==> src/design/dwo_pkg.sv <==
// Shared types, constants and lookup functions for the dead-wheel odometry core.
// No dependencies; every other design file imports this package.
`timescale 1ns / 1ps

package dwo_pkg;

  localparam int ANGLE_BITS    = 16;
  localparam int POSITION_BITS = 48;
  localparam int CORDIC_STEPS  = 16;

  localparam int FRAC_BITS = POSITION_BITS - 32;
  localparam int CORDIC_N  = (CORDIC_STEPS < 24) ? CORDIC_STEPS : 24;
  localparam int STEP_W    = $clog2(CORDIC_N + 1);
  localparam int ZW        = ANGLE_BITS + 2;

  localparam logic signed [31:0] CORDIC_K_Q30 = 32'sd652032874;
  localparam logic signed [31:0] TWO_PI_Q21   = 32'sd13176795;

  typedef enum logic [2:0] {
    REG_NOISE_THRESHOLD = 3'd0,
    REG_SCALE_P         = 3'd1,
    REG_SCALE_Q         = 3'd2,
    REG_CROSS_P_FROM_Q  = 3'd3,
    REG_CROSS_Q_FROM_P  = 3'd4,
    REG_ROTATION_GAIN   = 3'd5,
    REG_MOUNT_ANGLE     = 3'd6
  } reg_index_t;

  typedef enum logic [3:0] {
    MUL_NONE,
    MUL_P,
    MUL_Q,
    MUL_XPQ,
    MUL_XQP,
    MUL_GD,
    MUL_KH,
    MUL_KL,
    MUL_PC,
    MUL_QS,
    MUL_PS,
    MUL_QC
  } mul_op_t;

  typedef struct packed {
    logic    load;
    mul_op_t op;
    logic    limit;
    logic    pos;
    logic    publish;
  } dwo_cmd_t;

  typedef enum logic [4:0] {
    ST_IDLE,
    ST_MP,
    ST_MQ,
    ST_MGD,
    ST_MXPQ,
    ST_MXQP,
    ST_MKH,
    ST_MKL,
    ST_CORR,
    ST_LIM,
    ST_WAIT,
    ST_MPC,
    ST_MQS,
    ST_MPS,
    ST_MQC,
    ST_ACC,
    ST_POS,
    ST_PUB
  } state_t;

  // Arctangent of 2^-i as a fraction of a turn, scaled to ANGLE_BITS.
  function automatic logic [ANGLE_BITS-1:0] atan_angle(input logic [4:0] i);
    logic [31:0] t;
    case (i)
      5'd0:  t = 32'd536870912;
      5'd1:  t = 32'd316933406;
      5'd2:  t = 32'd167458907;
      5'd3:  t = 32'd85004756;
      5'd4:  t = 32'd42667331;
      5'd5:  t = 32'd21354465;
      5'd6:  t = 32'd10679838;
      5'd7:  t = 32'd5340245;
      5'd8:  t = 32'd2670163;
      5'd9:  t = 32'd1335087;
      5'd10: t = 32'd667544;
      5'd11: t = 32'd333772;
      5'd12: t = 32'd166886;
      5'd13: t = 32'd83443;
      5'd14: t = 32'd41722;
      5'd15: t = 32'd20861;
      5'd16: t = 32'd10430;
      5'd17: t = 32'd5215;
      5'd18: t = 32'd2608;
      5'd19: t = 32'd1304;
      5'd20: t = 32'd652;
      5'd21: t = 32'd326;
      5'd22: t = 32'd163;
      5'd23: t = 32'd81;
      default: t = 32'd0;
    endcase
    return ANGLE_BITS'(t >> (32 - ANGLE_BITS));
  endfunction

endpackage

==> src/design/dwo_datapath.sv <==
// Datapath: configuration registers, shared multiplier, distance and position arithmetic.
// Depends on dwo_pkg; steered by dwo_cmd_t from the controller.
`timescale 1ns / 1ps

module dwo_datapath import dwo_pkg::*; (
  input  logic               clk,
  input  logic               rst,
  input  logic               cfg_we,
  input  logic [2:0]         cfg_addr,
  input  logic [23:0]        cfg_wdata,
  input  logic signed [15:0] in_cp,
  input  logic signed [15:0] in_cq,
  input  logic [15:0]        in_head,
  input  logic               in_clear,
  input  dwo_cmd_t           cmd,
  input  logic signed [31:0] cos_q30,
  input  logic signed [31:0] sin_q30,
  output logic [15:0]        angle_sum,
  output logic signed [31:0] pos_x,
  output logic signed [31:0] pos_y,
  output logic signed [23:0] dist_p,
  output logic signed [23:0] dist_q
);

  localparam int RSH = (FRAC_BITS <= 30) ? (30 - FRAC_BITS) : 0;
  localparam int LSH = (FRAC_BITS > 30) ? (FRAC_BITS - 30) : 0;
  localparam logic signed [63:0] RBIAS = (64'sd1 <<< RSH) >>> 1;

  logic [15:0]        noise_threshold;
  logic signed [23:0] scale_p;
  logic signed [23:0] scale_q;
  logic signed [15:0] cross_p_from_q;
  logic signed [15:0] cross_q_from_p;
  logic signed [23:0] rotation_gain;
  logic [15:0]        mount_angle;

  logic [POSITION_BITS-1:0] position_x;
  logic [POSITION_BITS-1:0] position_y;
  logic [15:0]              last_heading;
  logic                     last_heading_valid;

  logic signed [15:0] cp;
  logic signed [15:0] cq;
  logic               p_live;
  logic               q_live;
  logic signed [16:0] dyaw;
  logic signed [27:0] raw_p;
  logic signed [27:0] raw_q;
  logic signed [29:0] base_p;
  logic signed [29:0] base_q;
  logic signed [40:0] pgd;
  logic signed [65:0] kacc;
  logic signed [24:0] corr;
  logic signed [23:0] lp;
  logic signed [23:0] lq;
  logic signed [63:0] macc;
  logic signed [63:0] sx;
  logic signed [63:0] sy;

  logic signed [31:0] ma;
  logic signed [31:0] mb;
  logic signed [63:0] prod;
  mul_op_t            prod_op;

  logic signed [16:0] cp17;
  logic signed [16:0] cq17;
  logic signed [16:0] abs_p;
  logic signed [16:0] abs_q;
  logic [15:0]        dh;
  logic signed [16:0] dyaw_new;
  logic signed [63:0] r12p;
  logic signed [63:0] r12q;
  logic signed [63:0] r15;
  logic signed [27:0] rp_cut;
  logic signed [27:0] rq_cut;
  logic signed [28:0] x15;
  logic signed [45:0] kh;
  logic signed [65:0] kfull;
  logic signed [65:0] kround;
  logic signed [31:0] dpl;
  logic signed [31:0] dql;
  logic signed [63:0] dx;
  logic signed [63:0] dy;

  assign angle_sum = in_head + mount_angle;

  // Configuration writes; an index past the list is dropped.
  always_ff @(posedge clk) begin
    if (rst) begin
      noise_threshold <= 16'd0;
      scale_p         <= 24'sd65536;
      scale_q         <= 24'sd65536;
      cross_p_from_q  <= '0;
      cross_q_from_p  <= '0;
      rotation_gain   <= '0;
      mount_angle     <= '0;
    end else if (cfg_we) begin
      case (reg_index_t'(cfg_addr))
        REG_NOISE_THRESHOLD: noise_threshold <= cfg_wdata[15:0];
        REG_SCALE_P:         scale_p         <= cfg_wdata;
        REG_SCALE_Q:         scale_q         <= cfg_wdata;
        REG_CROSS_P_FROM_Q:  cross_p_from_q  <= cfg_wdata[15:0];
        REG_CROSS_Q_FROM_P:  cross_q_from_p  <= cfg_wdata[15:0];
        REG_ROTATION_GAIN:   rotation_gain   <= cfg_wdata;
        REG_MOUNT_ANGLE:     mount_angle     <= cfg_wdata[15:0];
        default: ;
      endcase
    end
  end

  always_comb begin
    cp17     = 17'(in_cp);
    cq17     = 17'(in_cq);
    abs_p    = (cp17 < 0) ? -cp17 : cp17;
    abs_q    = (cq17 < 0) ? -cq17 : cq17;
    dh       = in_head - last_heading;
    if (!last_heading_valid) begin
      dyaw_new = '0;
    end else if (dh == 16'h8000) begin
      dyaw_new = 17'sd32768;
    end else begin
      dyaw_new = 17'(signed'(dh));
    end
  end

  // Shared multiplier operand select.
  always_comb begin
    ma = '0;
    mb = '0;
    case (cmd.op)
      MUL_P:   begin ma = 32'(cp);     mb = 32'(scale_p);        end
      MUL_Q:   begin ma = 32'(cq);     mb = 32'(scale_q);        end
      MUL_XPQ: begin ma = 32'(raw_q);  mb = 32'(cross_p_from_q); end
      MUL_XQP: begin ma = 32'(raw_p);  mb = 32'(cross_q_from_p); end
      MUL_GD:  begin ma = 32'(rotation_gain); mb = 32'(dyaw);    end
      MUL_KH:  begin ma = 32'(signed'(pgd[40:20])); mb = TWO_PI_Q21; end
      MUL_KL:  begin ma = 32'({1'b0, pgd[19:0]}); mb = TWO_PI_Q21; end
      MUL_PC:  begin ma = 32'(lp);     mb = cos_q30;             end
      MUL_QS:  begin ma = 32'(lq);     mb = sin_q30;             end
      MUL_PS:  begin ma = 32'(lp);     mb = sin_q30;             end
      MUL_QC:  begin ma = 32'(lq);     mb = cos_q30;             end
      default: ;
    endcase
  end

  always_ff @(posedge clk) begin
    if (rst) begin
      prod_op <= MUL_NONE;
    end else begin
      prod_op <= cmd.op;
    end
  end

  always_ff @(posedge clk) begin
    prod <= 64'(ma) * 64'(mb);
  end

  always_comb begin
    r12p   = (prod + 64'sd2048) >>> 12;
    r12q   = (-prod + 64'sd2048) >>> 12;
    r15    = (prod + 64'sd16384) >>> 15;
    rp_cut = r12p[27:0];
    rq_cut = r12q[27:0];
    x15    = r15[28:0];
    kh     = prod[45:0];
    kfull  = kacc + 66'(prod);
    kround = (kfull + (66'sd1 <<< 40)) >>> 41;
    dpl    = 32'(base_p) - 32'(corr);
    dql    = 32'(base_q) + 32'(corr);
    dx     = ((sx + RBIAS) >>> RSH) <<< LSH;
    dy     = ((sy + RBIAS) >>> RSH) <<< LSH;
  end

  // Heading and position state.
  always_ff @(posedge clk) begin
    if (rst) begin
      position_x         <= '0;
      position_y         <= '0;
      last_heading       <= '0;
      last_heading_valid <= 1'b0;
    end else if (cmd.load) begin
      if (in_clear) begin
        position_x         <= '0;
        position_y         <= '0;
        last_heading       <= '0;
        last_heading_valid <= 1'b0;
      end else begin
        last_heading       <= in_head;
        last_heading_valid <= 1'b1;
      end
    end else if (cmd.pos) begin
      position_x <= position_x + POSITION_BITS'(dx);
      position_y <= position_y + POSITION_BITS'(dy);
    end
  end

  // Item latch and product captures; each capture takes the registered product in the cycle after its multiply.
  always_ff @(posedge clk) begin
    if (cmd.load) begin
      cp     <= in_cp;
      cq     <= in_cq;
      p_live <= abs_p > 17'(noise_threshold);
      q_live <= abs_q > 17'(noise_threshold);
      dyaw   <= dyaw_new;
      if (in_clear) begin
        lp <= '0;
        lq <= '0;
      end
    end
    if (cmd.limit) begin
      lp <= (dpl > 32'sd8388607) ? 24'sh7FFFFF :
            (dpl < -32'sd8388608) ? 24'sh800000 : 24'(dpl);
      lq <= (dql > 32'sd8388607) ? 24'sh7FFFFF :
            (dql < -32'sd8388608) ? 24'sh800000 : 24'(dql);
    end
    case (prod_op)
      MUL_P:   raw_p  <= p_live ? rp_cut : '0;
      MUL_Q:   raw_q  <= q_live ? rq_cut : '0;
      MUL_XPQ: base_p <= 30'(raw_p) + 30'(x15);
      MUL_XQP: base_q <= 30'(raw_q) + 30'(x15);
      MUL_GD:  pgd    <= prod[40:0];
      MUL_KH:  kacc   <= {kh, 20'd0};
      MUL_KL:  corr   <= kround[24:0];
      MUL_PC:  macc   <= prod;
      MUL_QS:  sx     <= macc - prod;
      MUL_PS:  macc   <= prod;
      MUL_QC:  sy     <= macc + prod;
      default: ;
    endcase
  end

  // Result register, separate from the working state.
  always_ff @(posedge clk) begin
    if (cmd.publish) begin
      pos_x  <= position_x[FRAC_BITS +: 32];
      pos_y  <= position_y[FRAC_BITS +: 32];
      dist_p <= lp;
      dist_q <= lq;
    end
  end

endmodule

==> config.mk <==
export PLATFORM = sky130hd
export DESIGN_NAME = dwo_datapath
export DESIGN_NICKNAME = d
export VERILOG_FILES = /design/src/design/dwo_pkg.sv /design/src/design/dwo_datapath.sv
export SDC_FILE = /design/constraint.sdc
export NUM_CORES = 2
export LEC_CHECK = 0
export BUFFER_PORTS_ARGS = -buffer_cell sky130_fd_sc_hd__buf_2
export CORE_UTILIZATION = 35
export CTS_CLUSTER_DIAMETER = 40
export DETAILED_ROUTE_END_ITERATION = 16
export PLACE_DENSITY_LB_ADDON = 0.08
export SLEW_MARGIN = 15
export SYNTH_ARGS = -nofsm -noshare
export SYNTH_HDL_FRONTEND = slang
export SYNTH_SLANG_ARGS = --single-unit
==> constraint.sdc <==
create_clock -name clk -period 31.3 [get_ports clk]
set_input_delay 3.13 -clock clk [delete_from_list [all_inputs] [get_ports clk]]
set_output_delay 3.13 -clock clk [all_outputs]
set_load 0.02 [all_outputs]
==> impl_metrics.env <==
export IMPL_status="finished clean"
export IMPL_internal_power_mw=5.38
export IMPL_max_freq_mhz=72.5
export IMPL_crit_required_ns=32.00
export IMPL_clock_skew_ns=0.0601
export IMPL_hp_start="lq[5]"
export IMPL_hold_end="dist_q[5]"
export IMPL_start_util_pct=35.2
export IMPL_die_h_um=500
export IMPL_slowest_stage="fa_1"
export IMPL_timing_slew_headroom_pct=19.5
export IMPL_p_seq_share_pct=16.7
export IMPL_cp_start_kind="input port"
export IMPL_rsz0062_at_grt="false"
export IMPL_wl_um=311000
export IMPL_io_buffer_count=278
export IMPL_pre_cts_ws_ns=16.69
export IMPL_cts_setup_buffers=0
export IMPL_synth_warnings=0
export IMPL_crit_fanout=45
export IMPL_critPathMaxStageDelay_ns=0.88
export IMPL_ctsHoldBuffers=0
export IMPL_worstHoldPathCells=0
export IMPL_cts_num_sinks=916
export IMPL_antenna_found_initial=18
export IMPL_synthCells=9109
export IMPL_core_area_um2=246000
export IMPL_place_congestion=0.913
export IMPL_routedWlPerCell_um=24.2
export IMPL_post_route_min_period_ns=13.79
export IMPL_via_per_inst=5.24
export IMPL_hold_violations=0
export IMPL_power_mw=10.4
export IMPL_switchingPower_mw=5.04
export IMPL_cts_buffer_depth=3
export IMPL_hold_slack_ns=0.440
export IMPL_clock_latency_ns=0.83
export IMPL_die_area_um2=250000
export IMPL_syn_to_final_growth_pct=13.8
export IMPL_hp_class="flop to flop"
export IMPL_netlist_area_um2=86900
export IMPL_reg2reg_to="prod[61]"
export IMPL_drv_slew=0
export IMPL_fin_util_pct=40.1
export IMPL_comb_power_share_pct=64.4
export IMPL_drc=0
export IMPL_r2r_cells=28
export IMPL_path_class="input port to flop"
export IMPL_ioPinCount=279
export IMPL_ys_seq_area_share_pct=28.0
export IMPL_arrival_ns=14.49
export IMPL_end_kind="flop"
export IMPL_dp_hpwl_um=244000
export IMPL_grt_total_usage_pct=24.7
export IMPL_rows=182
export IMPL_grt_first_pass_wirelength_um=458000
export IMPL_path_delay_family="adder cells"
export IMPL_worst_slack_ns=17.51
export IMPL_vias=67200
export IMPL_synth_fp_nets=10900
export IMPL_cp_common_cell="fa_1"
export IMPL_period_share_pct=44.0
export IMPL_die_x_um=500
export IMPL_drv_cap=0
export IMPL_tightest_slew_ns=1.20
export IMPL_fin_nets=11200
export IMPL_clockRootBuffer="clkbuf_16"
export IMPL_cts_buffers=177
export IMPL_ys_ff_latch=916
export IMPL_critPathBufInv=7
export IMPL_power_density_nw_per_um2=106
export IMPL_cts_tree="done"
export IMPL_ys_async_sr_fraction_pct=0
export IMPL_avgSynthCellArea_um2=9.53
export IMPL_clkTransAtPathRegs_ns=0.06
export IMPL_rr_startpoint="cp[15]"
export IMPL_synthDistinctLibCells=103
export IMPL_r2r_setup_slack_ns=20.39
export IMPL_grt_pass1_vias=68800
export IMPL_grt_max_degree=96
export IMPL_p_leak_nw=43.5
export IMPL_overflow=0
export IMPL_cts_resized=0
export IMPL_vdd_drop_max_mv=0.142
export IMPL_htreeDepth=4
export IMPL_p_sw_share_pct=48.4
export IMPL_finalSetupTns_ns=0
export IMPL_ant_nets=0
export IMPL_dr_pass1_iters=9
export IMPL_synth_main_ff_cell="edfxtp_1"
export IMPL_first_iter_violations=4677
export IMPL_power_frac_clock_pct=18.9
export IMPL_final_setup_viol_count=0
export IMPL_drive_gt1_share_pct=9.47
export IMPL_synth_edff_count=599
[kinds of logic (layout without fill, tap and decap cells)]
group | after synthesis | in the layout | share of synthesized area, %
and+or+nand+nor | 2688 | 2688 | 13.9
DFF | 916 | 916 | 28.0
buffers and inverters | 1596 | 2001 | 6.94
muxes | 26 | 26 | 0.320
xor gates and xnor gates | 570 | 570 | 5.75
AOI/OAI and AO/OA | 1649 | 1649 | 12.5
adders and majority gates | 1664 | 1664 | 32.6
other | 0 | 9 | 0
[per-layer routing]
metal / GRT usage [%] / wire length (µm)
met3: 3.53 / 17800
met5: 0 / 23
met2: 39.9 / 142000
met4: 7.90 / 10400
met1: 34.0 / 140000
[through the flow]
stage | cells | instance area, µm²
after floorplan | 9109 | 86900
after global placement | 12500 | 92500
after detailed placement | 12500 | 92500
after CTS | 12800 | 98800
after global routing | 12800 | 98800
final | 12800 | 98800
[layout make-up]
cell class                 count  area, µm²
clock inverter               134       1610
tap                         3312       4140
timing repair buffer         440       2630
multi-input combinational   6597      56800
antenna                        9       22.5
clock buffer                 199       4620
sequential                   916      24300
inverter                    1228       4610
fill                       24600     148000
[cell usage after synthesis (83+ instances only)]
master,number,share of area [%]
a22oi_1,123,1.1
clkbuf_1,330,1.4
xor2_1,148,1.5
and2_1,115,0.83
inv_1,1223,5.3
xnor2_1,422,4.3
nor3_1,83,0.48
edfxtp_1,599,21
nand2_1,1007,4.4
nor2_1,817,3.5
and3_1,91,0.66
dfxtp_1,317,7.3
nand3_1,176,1.0
fa_1,993,23
o21ai_0,264,1.5
ha_1,671,9.7
a21o_1,231,2.0
a21oi_1,522,3.0
nand2b_1,86,0.62
[how the worst max path moves through the flow]
stage	slack, ns	cells past startpoint	from	endpoint
floorplan	18.47	31	cmd[3]	prod[61]
global placement	16.96	32	cmd[3]	prod[61]
detailed placement	16.69	32	cmd[3]	prod[61]
CTS	17.52	32	cmd[3]	prod[61]
global route	16.86	32	cmd[3]	prod[61]
finish	17.51	32	cmd[3]	prod[61]
[sequential cells by signal, summed over array words and instances, names as in the netlist, 32 cells and up]
| name | cells |
|---|---|
| kacc | 46 |
| macc | 62 |
| pgd | 41 |
| pos_x | 32 |
| pos_y | 32 |
| position_x | 48 |
| position_y | 48 |
| prod | 64 |
| sx | 49 |
| sy | 49 |
[power groups by stage]
stage | sequential, mW | clock, mW | combinational, mW
floorplan | 1.72 | 0 | 4.61
global placement | 1.77 | 0 | 6.72
detailed placement | 1.77 | 0 | 6.74
CTS | 1.75 | 2.00 | 6.77
global route | 1.75 | 2.05 | 7.48
finish | 1.74 | 1.97 | 6.72
[layout by cell type, fill, tap and decap left out, types with 163 or more instances in the layout]
cell type,instances
a21o_1,230
a21oi_1,518
buf_2,275
buf_4,163
clkbuf_16,180
dfxtp_1,317
edfxtp_1,599
fa_1,993
ha_1,671
inv_1,1223
nand2_1,1007
nand3_1,175
nor2_1,805
o21ai_0,264
xnor2_1,422
(Power assumes the default switching activity.)
