$ cat src/design/dwo_pkg.sv
// Shared types, constants and lookup functions for the dead-wheel odometry core.
// No dependencies; every other design file imports this package.
`timescale 1ns / 1ps

package dwo_pkg;

  localparam int ANGLE_BITS    = 16;
  localparam int POSITION_BITS = 48;
  localparam int CORDIC_STEPS  = 16;

  localparam int FRAC_BITS = POSITION_BITS - 32;
  localparam int CORDIC_N  = (CORDIC_STEPS < 24) ? CORDIC_STEPS : 24;
  localparam int STEP_W    = $clog2(CORDIC_N + 1);
  localparam int ZW        = ANGLE_BITS + 2;

  localparam logic signed [31:0] CORDIC_K_Q30 = 32'sd652032874;
  localparam logic signed [31:0] TWO_PI_Q21   = 32'sd13176795;

  typedef enum logic [2:0] {
    REG_NOISE_THRESHOLD = 3'd0,
    REG_SCALE_P         = 3'd1,
    REG_SCALE_Q         = 3'd2,
    REG_CROSS_P_FROM_Q  = 3'd3,
    REG_CROSS_Q_FROM_P  = 3'd4,
    REG_ROTATION_GAIN   = 3'd5,
    REG_MOUNT_ANGLE     = 3'd6
  } reg_index_t;

  typedef enum logic [3:0] {
    MUL_NONE,
    MUL_P,
    MUL_Q,
    MUL_XPQ,
    MUL_XQP,
    MUL_GD,
    MUL_KH,
    MUL_KL,
    MUL_PC,
    MUL_QS,
    MUL_PS,
    MUL_QC
  } mul_op_t;

  typedef struct packed {
    logic    load;
    mul_op_t op;
    logic    limit;
    logic    pos;
    logic    publish;
  } dwo_cmd_t;

  typedef enum logic [4:0] {
    ST_IDLE,
    ST_MP,
    ST_MQ,
    ST_MGD,
    ST_MXPQ,
    ST_MXQP,
    ST_MKH,
    ST_MKL,
    ST_CORR,
    ST_LIM,
    ST_WAIT,
    ST_MPC,
    ST_MQS,
    ST_MPS,
    ST_MQC,
    ST_ACC,
    ST_POS,
    ST_PUB
  } state_t;

  // Arctangent of 2^-i as a fraction of a turn, scaled to ANGLE_BITS.
  function automatic logic [ANGLE_BITS-1:0] atan_angle(input logic [4:0] i);
    logic [31:0] t;
    case (i)
      5'd0:  t = 32'd536870912;
      5'd1:  t = 32'd316933406;
      5'd2:  t = 32'd167458907;
      5'd3:  t = 32'd85004756;
      5'd4:  t = 32'd42667331;
      5'd5:  t = 32'd21354465;
      5'd6:  t = 32'd10679838;
      5'd7:  t = 32'd5340245;
      5'd8:  t = 32'd2670163;
      5'd9:  t = 32'd1335087;
      5'd10: t = 32'd667544;
      5'd11: t = 32'd333772;
      5'd12: t = 32'd166886;
      5'd13: t = 32'd83443;
      5'd14: t = 32'd41722;
      5'd15: t = 32'd20861;
      5'd16: t = 32'd10430;
      5'd17: t = 32'd5215;
      5'd18: t = 32'd2608;
      5'd19: t = 32'd1304;
      5'd20: t = 32'd652;
      5'd21: t = 32'd326;
      5'd22: t = 32'd163;
      5'd23: t = 32'd81;
      default: t = 32'd0;
    endcase
    return ANGLE_BITS'(t >> (32 - ANGLE_BITS));
  endfunction

endpackage

$ cat src/design/dwo_ctrl.sv
// Controller: sequences the shared multiplier, waits on the CORDIC, owns the handshakes.
// Depends on dwo_pkg.
`timescale 1ns / 1ps

module dwo_ctrl import dwo_pkg::*; (
  input  logic     clk,
  input  logic     rst,
  input  logic     s_tvalid,
  output logic     s_tready,
  input  logic     s_clear,
  output logic     m_tvalid,
  input  logic     m_tready,
  input  logic     cordic_done,
  output dwo_cmd_t cmd
);

  state_t state;
  state_t state_next;
  logic   out_valid;

  always_ff @(posedge clk) begin
    if (rst) begin
      state     <= ST_IDLE;
      out_valid <= 1'b0;
    end else begin
      state <= state_next;
      if (cmd.publish) begin
        out_valid <= 1'b1;
      end else if (m_tready) begin
        out_valid <= 1'b0;
      end
    end
  end

  assign m_tvalid = out_valid;

  always_comb begin
    state_next  = state;
    cmd         = '0;
    cmd.op      = MUL_NONE;
    s_tready    = 1'b0;
    case (state)
      ST_IDLE: begin
        s_tready = 1'b1;
        if (s_tvalid) begin
          cmd.load   = 1'b1;
          state_next = s_clear ? ST_PUB : ST_MP;
        end
      end
      ST_MP:   begin cmd.op = MUL_P;   state_next = ST_MQ;   end
      ST_MQ:   begin cmd.op = MUL_Q;   state_next = ST_MGD;  end
      ST_MGD:  begin cmd.op = MUL_GD;  state_next = ST_MXPQ; end
      ST_MXPQ: begin cmd.op = MUL_XPQ; state_next = ST_MXQP; end
      ST_MXQP: begin cmd.op = MUL_XQP; state_next = ST_MKH;  end
      ST_MKH:  begin cmd.op = MUL_KH;  state_next = ST_MKL;  end
      ST_MKL:  begin cmd.op = MUL_KL;  state_next = ST_CORR; end
      ST_CORR: state_next = ST_LIM;
      ST_LIM:  begin cmd.limit = 1'b1; state_next = ST_WAIT; end
      ST_WAIT: begin
        if (cordic_done) begin
          state_next = ST_MPC;
        end
      end
      ST_MPC:  begin cmd.op = MUL_PC;  state_next = ST_MQS;  end
      ST_MQS:  begin cmd.op = MUL_QS;  state_next = ST_MPS;  end
      ST_MPS:  begin cmd.op = MUL_PS;  state_next = ST_MQC;  end
      ST_MQC:  begin cmd.op = MUL_QC;  state_next = ST_ACC;  end
      ST_ACC:  state_next = ST_POS;
      ST_POS:  begin cmd.pos = 1'b1;   state_next = ST_PUB;  end
      ST_PUB: begin
        if (!out_valid || m_tready) begin
          cmd.publish = 1'b1;
          state_next  = ST_IDLE;
        end
      end
      default: state_next = ST_IDLE;
    endcase
  end

endmodule

$ cat config.mk
export PLATFORM = sky130hd
export DESIGN_NAME = dwo_ctrl
export DESIGN_NICKNAME = d
export VERILOG_FILES = /design/src/design/dwo_pkg.sv /design/src/design/dwo_ctrl.sv
export SDC_FILE = /design/constraint.sdc
export NUM_CORES = 1
export LEC_CHECK = 0
export BUFFER_PORTS_ARGS = -buffer_cell sky130_fd_sc_hd__buf_2
export CAP_MARGIN = 20
export CORE_AREA = 2 2 39 41
export DETAILED_ROUTE_END_ITERATION = 6
export DIE_AREA = 0 0 41 43
export HOLD_SLACK_MARGIN = 0.06
export PLACE_DENSITY_LB_ADDON = 0.25
export SKIP_CTS_REPAIR_TIMING = 1
export SLEW_MARGIN = 10
export SYNTH_ARGS = -nofsm -noshare
export SYNTH_HDL_FRONTEND = slang
export SYNTH_SLANG_ARGS = --single-unit
$ cat constraint.sdc
create_clock -name clk -period 1.1 [get_ports clk]
set_clock_uncertainty 0.1 [all_clocks]
set_input_delay 0.11 -clock clk [delete_from_list [all_inputs] [get_ports clk]]
set_output_delay 0.11 -clock clk [all_outputs]
set_load 0.01 [all_outputs]
==> results.md, run 1 <==
- The largest buffer count on any clock path is 2.
- The filler-free cell count of the finished design is roughly 100.
- The proportion of layout cells with a drive suffix above 1 is between 60 and 70%.
- The category of cells accounting for the largest share of critical-path delay is flip-flops.
- TritonCTS built the clock tree.
- The post-synthesis cell count is 62.
- Max-cap violations in this run came to 0.
- The count of synthesis-stage warnings from yosys is 0.
- The sequential share of the synthesized area is between 20% and 30%.
- After floorplanning, the core was sized to cover approximately 1400 um2.
- On the worst path, the slowest cell contributes a delay of approximately 0.33 ns.
- Wires add up to ~1.3 mm.
- Clock-pin slew was measured on the worst setup and hold paths at ~0.050 ns.
- In this run, placement finished with an instance count of 99.
- In this run the worst hold path is classified as in -> reg.
- In the routed layout, each cell is associated on average with a via count of around 5.
- Counting flops and latches in the post-synthesis netlist gives 6.
- The die height is 43 um.
- The net count reported at finish is 96.
- The period utilization is 136%.
- Global routing consumed, over all layers together, 16.9% of the routing resources.
- The required time at the endpoint of the critical path is around 0.89 ns.
- In this run the tool buffered the top-level ports with 15 buffer cells.
- The initial antenna violation count is 0.
- The sort of element at the end of the critical path is an output pin.
- Once placement finished, the instance area stood at ~620 um2.
- The worst-case hold slack is around 0.12 ns.
- The layout overhead on the synthesized area is 54.5%.
- The count of endpoints failing setup in the final report is 13.
- After synthesis the cells add up to 470 um2.
- The most common cell in the synthesized netlist is sky130_fd_sc_hd__nor2_1.
- The proportion of synthesized flip-flops having asynchronous set or reset is 0%.
- The deepest level of the CTS H-tree is 1.
- The time the final worst path needs with I/O delays and setup is ~1.5 ns.
- The pin count of the biggest net entering global routing is 12.
- The total congestion overflow after global routing is 0.
- The via count of the first global-routing pass is around 470.
- Setup repair after global routing could not meet its margin everywhere.
- The maximum fanout encountered on the critical timing path is 4.
- The number of clock buffers added by TritonCTS is 3.
- The area of the die is between 1500 and 2000 um2.
- Power comes to around 1 mW.
- The signal on the critical path passes through nor2b_4 > mux2_4 > a22oi_2 > nor2_2 > buf_2.
- Sorting the synthesized cells by how often they occur yields sky130_fd_sc_hd__nor2_1, sky130_fd_sc_hd__dfxtp_1, sky130_fd_sc_hd__a21oi_1, sky130_fd_sc_hd__nand2_1.
- The number of nets produced by synthesis is 68.
- By startpoint and endpoint, the worst setup path is classified as reg -> out.
- The checks that failed: setup timing.
- The mean post-synth cell area is approximately 7.6 um2.
- The detailed router finished its first iteration with 7 violations.
- The slowest library cell on the worst path is sky130_fd_sc_hd__dfxtp_2.
- In the synthesized netlist the dominant register cell turns out to be sky130_fd_sc_hd__dfxtp_1.
- Timing would allow up to roughly 670 MHz.
- The number of remaining DRC errors is 0.
- STA puts the critical path data arrival time at ~1.3 ns.
- In this run the tightest slew margin relative to its limit is ~87%.
- The top-level port count is 16.
- After detailed routing, the average wire length per cell comes to approximately 13 um.
- The run finished, with violations left.
- The worst-case setup slack after placement is -0.241 ns.
- The design area is 727 um2.
- By area the synthesized netlist is led by sky130_fd_sc_hd__dfxtp_1, sky130_fd_sc_hd__nor2_1, sky130_fd_sc_hd__buf_6, sky130_fd_sc_hd__a21oi_1, sky130_fd_sc_hd__and3_1.
- The tree is rooted in a sky130_fd_sc_hd__clkbuf_4.
- In this run the power density over the cells is around 1400 nW/um2.
- Clock tree synthesis found a total of 6 sinks.
- The number of distinct library cells after synthesis is 30.
- The count of nets left with antenna violations once routing finished came out at 0.
- 0 antenna diodes ended up in the layout.
- The number of search-and-repair iterations in the first detailed-routing pass is 3.
- At the end of routability-driven placement, the weighted congestion stood at 0.786.
- The detailed router placed between 500 and 600 vias in this run.
- The final-report max-slew violation count came to 0.
- The final count of hold timing violations was 0.
- The worst ir drop on vdd is 1.05 mV.
- Once routing completed, OpenROAD measured the worst setup slack at -0.399 ns.
- Measured along the x axis, the die boundary spans about 40 um.
- The synthesized design contains 0 enable-type register cells.
- The first global-routing pass estimated about 2 mm of wire.
- The worst setup path is launched from a flop.
- Detailed placement ended at an HPWL of ~930 um.
- The largest total area in the synthesized netlist belongs to sky130_fd_sc_hd__dfxtp_1.
- The buffers plus inverters on the worst setup path is 1.
- The leakage power of the design is 0.324 nW.
- The later pin in the worst-skew pair is clocked with a latency of between 0.2 and 0.3 ns.
- The fraction of synthesized cell area taken by the top area cell type is around a quarter.
- The number of rows created at floorplan is 14.
- The starting utilization of the core area is between 30 and 40%.
- For the pin with the worst max-slew slack, the measured transition is between 0.15 and 0.2 ns.
## power by group
group          switching, mW  internal, mW
Combinational          0.248         0.262
Clock                 0.0847         0.124
Sequential            0.0496         0.250
Total                  0.383         0.636
## cell usage in the layout (no fill, tap or decap), drive strengths merged, types with 2 or more instances in the layout
cell | Yosys | final
buf | 4 | 27
nor2 | 13 | 13
dfxtp | 6 | 6
nand2 | 4 | 4
a21oi | 4 | 4
inv | 3 | 3
nand4 | 3 | 3
clkbuf | 1 | 3
nand3 | 3 | 3
and3 | 3 | 3
o211ai | 2 | 2
xnor2 | 2 | 2
nor2b | 2 | 2
## cells by family after synthesis
group	count (synthesis)	share of synthesized area [%]
adder cells (fa/ha/maj)	1	2.39
AND/OR/NAND/NOR	31	34.3
multiplexers	1	3.19
flip-flops	6	25.5
buffers and inverters	8	11.2
AO/OA/AOI/OAI	12	17.8
XOR/XNOR	3	5.59
## tightest hold or removal path, stage by stage
cell                      delay, ns
sky130_fd_sc_hd__buf_2         0.08
sky130_fd_sc_hd__nor2b_1       0.05
sky130_fd_sc_hd__a31oi_1       0.13
sky130_fd_sc_hd__nor2_1        0.05
## state kept, by name, summed over array words and instances (netlist names)
| signal | cells |
|---|---|
| state | 5 |
| m_tvalid | 1 |
## metal layers
layer | vias to the layer above | track usage [%] | routed length, um
li1 | 269 | - | -
met1 | 240 | 21.7 | 614
met2 | 15 | 24.1 | 608
met3 | 4 | 4.71 | 65
met4 | 0 | 10.0 | 21
met5 | - | 0 | 0
## worst paths after layout
kind | from | endpoint | slack (ns) | depth (start not counted)
worst min register to register | state[4] | state[1] | 0.52 | 2
worst max-delay path | state[0] | cmd[4] | -0.40 | 5
worst max register to register | state[1] | state[0] | -0.22 | 5
worst min-delay path | m_tready | m_tvalid | 0.12 | 4
## through the flow
stage	utilization [%]	TNS (ns)
final	52.5	-3.16
after global routing	52.5	-4.02
after CTS	46.7	-4.64
after detailed placement	45.0	-2.13
after global placement	45.0	-2.08
after floorplan	-	-0.211
## final cells by class
cell class / instances / area, um2
clock buffers: 3 / 22.5
fillers: 140 / 657
inverters: 3 / 11.3
multi-input cells: 48 / 355
flip-flops and latches: 6 / 131
well taps: 16 / 20.0
repair buffers: 28 / 186
No activity file was read; power rests on OpenSTA's default activity.
==> run 2, diff against run 1 <==
BUFFER_PORTS_ARGS = -buffer_cell sky130_fd_sc_hd__buf_4   (was -buffer_cell sky130_fd_sc_hd__buf_2)
==> run 2 against run 1 <==
Net effect:
- the flow still finishes with violations (setup timing)
- die area unchanged
- highest routed layer unchanged
- cell area increased by 4.8%
- maximum frequency decreased by 0.12%
- sequential cell count unchanged
- register-to-register slack improved by 0.09 ns
- count of clock-buffer cells in the layout unchanged
- via count unchanged
==> results.md, run 2 (synthesis results as in run 1) <==
- Counting the buffers created by CTS gives 3.
- VDD sags by at most roughly 0.66 mV.
- In the final layout, flip-flops and latches occupy 136 um2.
- Setup violations remaining at the end of the flow were counted as 13.
- The clock reaches the later pin of the worst-skew pair after between 0.2 and 0.3 ns.
- The largest register by flop count is state.
- Setup repair after global routing could not meet its margin everywhere.
- The total congestion overflow after global routing is 0.
- The via count of the first global-routing pass is between 400 and 500.
- The floorplan has 14 rows.
- Among cell families on the critical path, the largest total delay comes from flip-flops.
- The number of fill cells is roughly 150.
- For this run, the top clock speed supported by timing is about 670 MHz.
- The congestion estimate from routability-driven global placement came to 0.771.
- The time the final worst path needs with I/O delays and setup is approximately 1.5 ns.
- The kind of start point of the critical path is a flop.
- Entering global routing, the biggest net connects 12 pins.
- The area of the die is between 1500 and 2000 um2.
- Max-cap violations in this run came to 0.
- The critical path goes through nor2b_4 > mux2_4 > a22oi_2 > nor2_2 > buf_6.
- The filler-free cell count of the finished design is around 110.
- The count of antenna diodes in the layout is 0.
- Per report_power, the combinational group accounts for approximately half of the total.
- The initial DRC count is 3.
- The largest buffer count on any clock path is 2.
- The worst setup slack for register-to-register paths is -0.13 ns.
- In this run, the clock network consumes between 10% and 20% of the power.
- Counting both buffers and inverters, the worst setup path holds a total of 1.
- In this run the number of H-tree levels came out at 1.
- The initial antenna violation count is 0.
- At the pin with the least slew margin, the transition time is about 0.19 ns.
- The met2 track demand over resource is a little over a fifth.
- The number of buffers inserted by port buffering is 15.
- The delay of the slowest critical-path stage is roughly 0.34 ns.
- The number of remaining DRC errors is 0.
- Of the cells placed in the final design, the portion with a size suffix greater than 1 is 60.0%.
- The internal power summed over all cells is between 600 and 700 uW.
- The tightest min-delay check is of the in -> reg type.
- The leakage power of the design is 0.343 nW.
- Once routing completed, OpenROAD measured the worst setup slack at -0.400 ns.
- In the final layout, the multi-input gates occupy roughly 340 um2.
- The global-route track usage on met1 is a little over a fifth.
- The category of the critical setup timing path is reg -> out.
- Global routing consumed, over all layers together, between 10% and 20% of the routing resources.
- The sort of element at the end of the critical path is an output pin.
- The layout overhead on the synthesized area is 62.0%.
- The die height is 43 um.
- After clock tree synthesis, the clock-pin slew on the worst setup and hold paths is ~0.04 ns.
- The placed cell count is 100.
- The remaining number of nets flagged by the antenna check after routing is 0.
- Net switching is roughly a third of the power.
- The chip width is ~40 um.
- Summed over all layers, the routed wires come to approximately 1.2 mm.
- The busiest layer in global routing is met1.
- The final-report max-slew violation count is 0.
- For this design the top-level I/O count stands at 16.
- Detailed placement ended at an HPWL of approximately 880 um.
- The core area is about 1400 um2.
- The met3 track demand over resource in global routing is between 1.5 and 2%.
- The library cells used most frequently in the layout, excluding fill and tap cells, are sky130_fd_sc_hd__buf_4, sky130_fd_sc_hd__nor2_1, sky130_fd_sc_hd__dfxtp_4.
- The buffer cell driving the clock tree root is sky130_fd_sc_hd__clkbuf_4.
- Of the total power, registers draw between 20 and 30%.
- The number of flip-flops in the largest register is 5.
- The power density of the placed cells is around 1400 nW/um2.
- The number of search-and-repair iterations in the first detailed-routing pass is 4.
- After detailed routing, the average wire length per cell comes to 11.3 um.
- For the worst setup path, the data arrival time is 1.29 ns.
- Along the worst path, the maximum fanout reaches 4.
- The slowest library cell on the worst path is sky130_fd_sc_hd__dfxtp_4.
- The clock tree from TritonCTS is done.
- The run finished, with violations left.
- The worst-case hold slack is approximately 0.09 ns.
- The final count of hold timing violations is 0.
- Dividing the detail-routed via count by the number of cells gives between 4 and 5.
- The checks that failed: setup timing.
- The library cell used most frequently in the layout, excluding fill and tap cells, is sky130_fd_sc_hd__buf_4.
- The period utilization is 136%.
- The analysis attributes to net switching a power of roughly 370 uW.
- The required time at the endpoint of the critical path is slightly below 0.9 ns.
- The wire length of the first global-routing pass is 1.85 mm.
- The number of clock sinks is 6.
- The worst max-slew margin expressed relative to the limit is ~87%.
- The net count reported at finish is 98.
- For this configuration, the core starts out at a cell density of between 30% and 40%.
- For this block, the via count after detailed routing is around 530.
-- run 2: changes by cell type in the layout (fill, tap and decap cells not counted), sizes merged --
| cell | before | now |
|---|---|---|
| buf | 27 | 29 |
-- run 2: through the flow --
step           setup TNS (ns)  power, mW  util [%]  area (um2)  worst slack, ns
6_report                -3.05       1.05      55.1         762           -0.400
5_1_grt                 -4.19       1.14      55.1         762           -0.475
4_1_cts                 -4.32       1.00      49.9         691           -0.496
3_5_place_dp            -1.76      0.787      48.3         668           -0.219
3_3_place_gp            -1.71      0.787      48.3         668           -0.198
2_1_floorplan          -0.211      0.599         -         492           -0.122
-- run 2: worst register-to-register path, delay by kind of cell, from the launching register on --
family	cells	cell delay, ns
buffers and inverters	2	0.23
and+or+nand+nor	2	0.19
AOI/OAI and AO/OA	2	0.24
DFF	1	0.40
-- run 2: routing by layer --
layer / routed length, um / vias to the layer above
met5: 0 / -
met4: 20 / 0
met3: 73 / 2
met2: 560 / 18
met1: 544 / 234
li1: - / 274
-- run 2: final timing paths --
kind,from,end,depth (start not counted)
min,m_tready,state[0],4
min reg2reg,state[4],state[1],1
max,state[0],cmd[4],5
max reg2reg,state[1],state[4],6
-- run 2: final cells by class --
type	count	area share (%)
clock buffers	3	2.96
repair buffers	30	30.9
inverters	3	1.48
flip-flops and latches	6	17.9
well taps	16	2.63
multi-input cells	48	44.2
-- run 2: power groups by stage --
stage                     logic, mW  registers, mW  clock network [mW]
after floorplan               0.329          0.270                   0
after global placement        0.487          0.300                   0
after detailed placement      0.489          0.298                   0
after CTS                     0.491          0.294               0.215
after global routing          0.594          0.312               0.233
final                         0.542          0.304               0.205
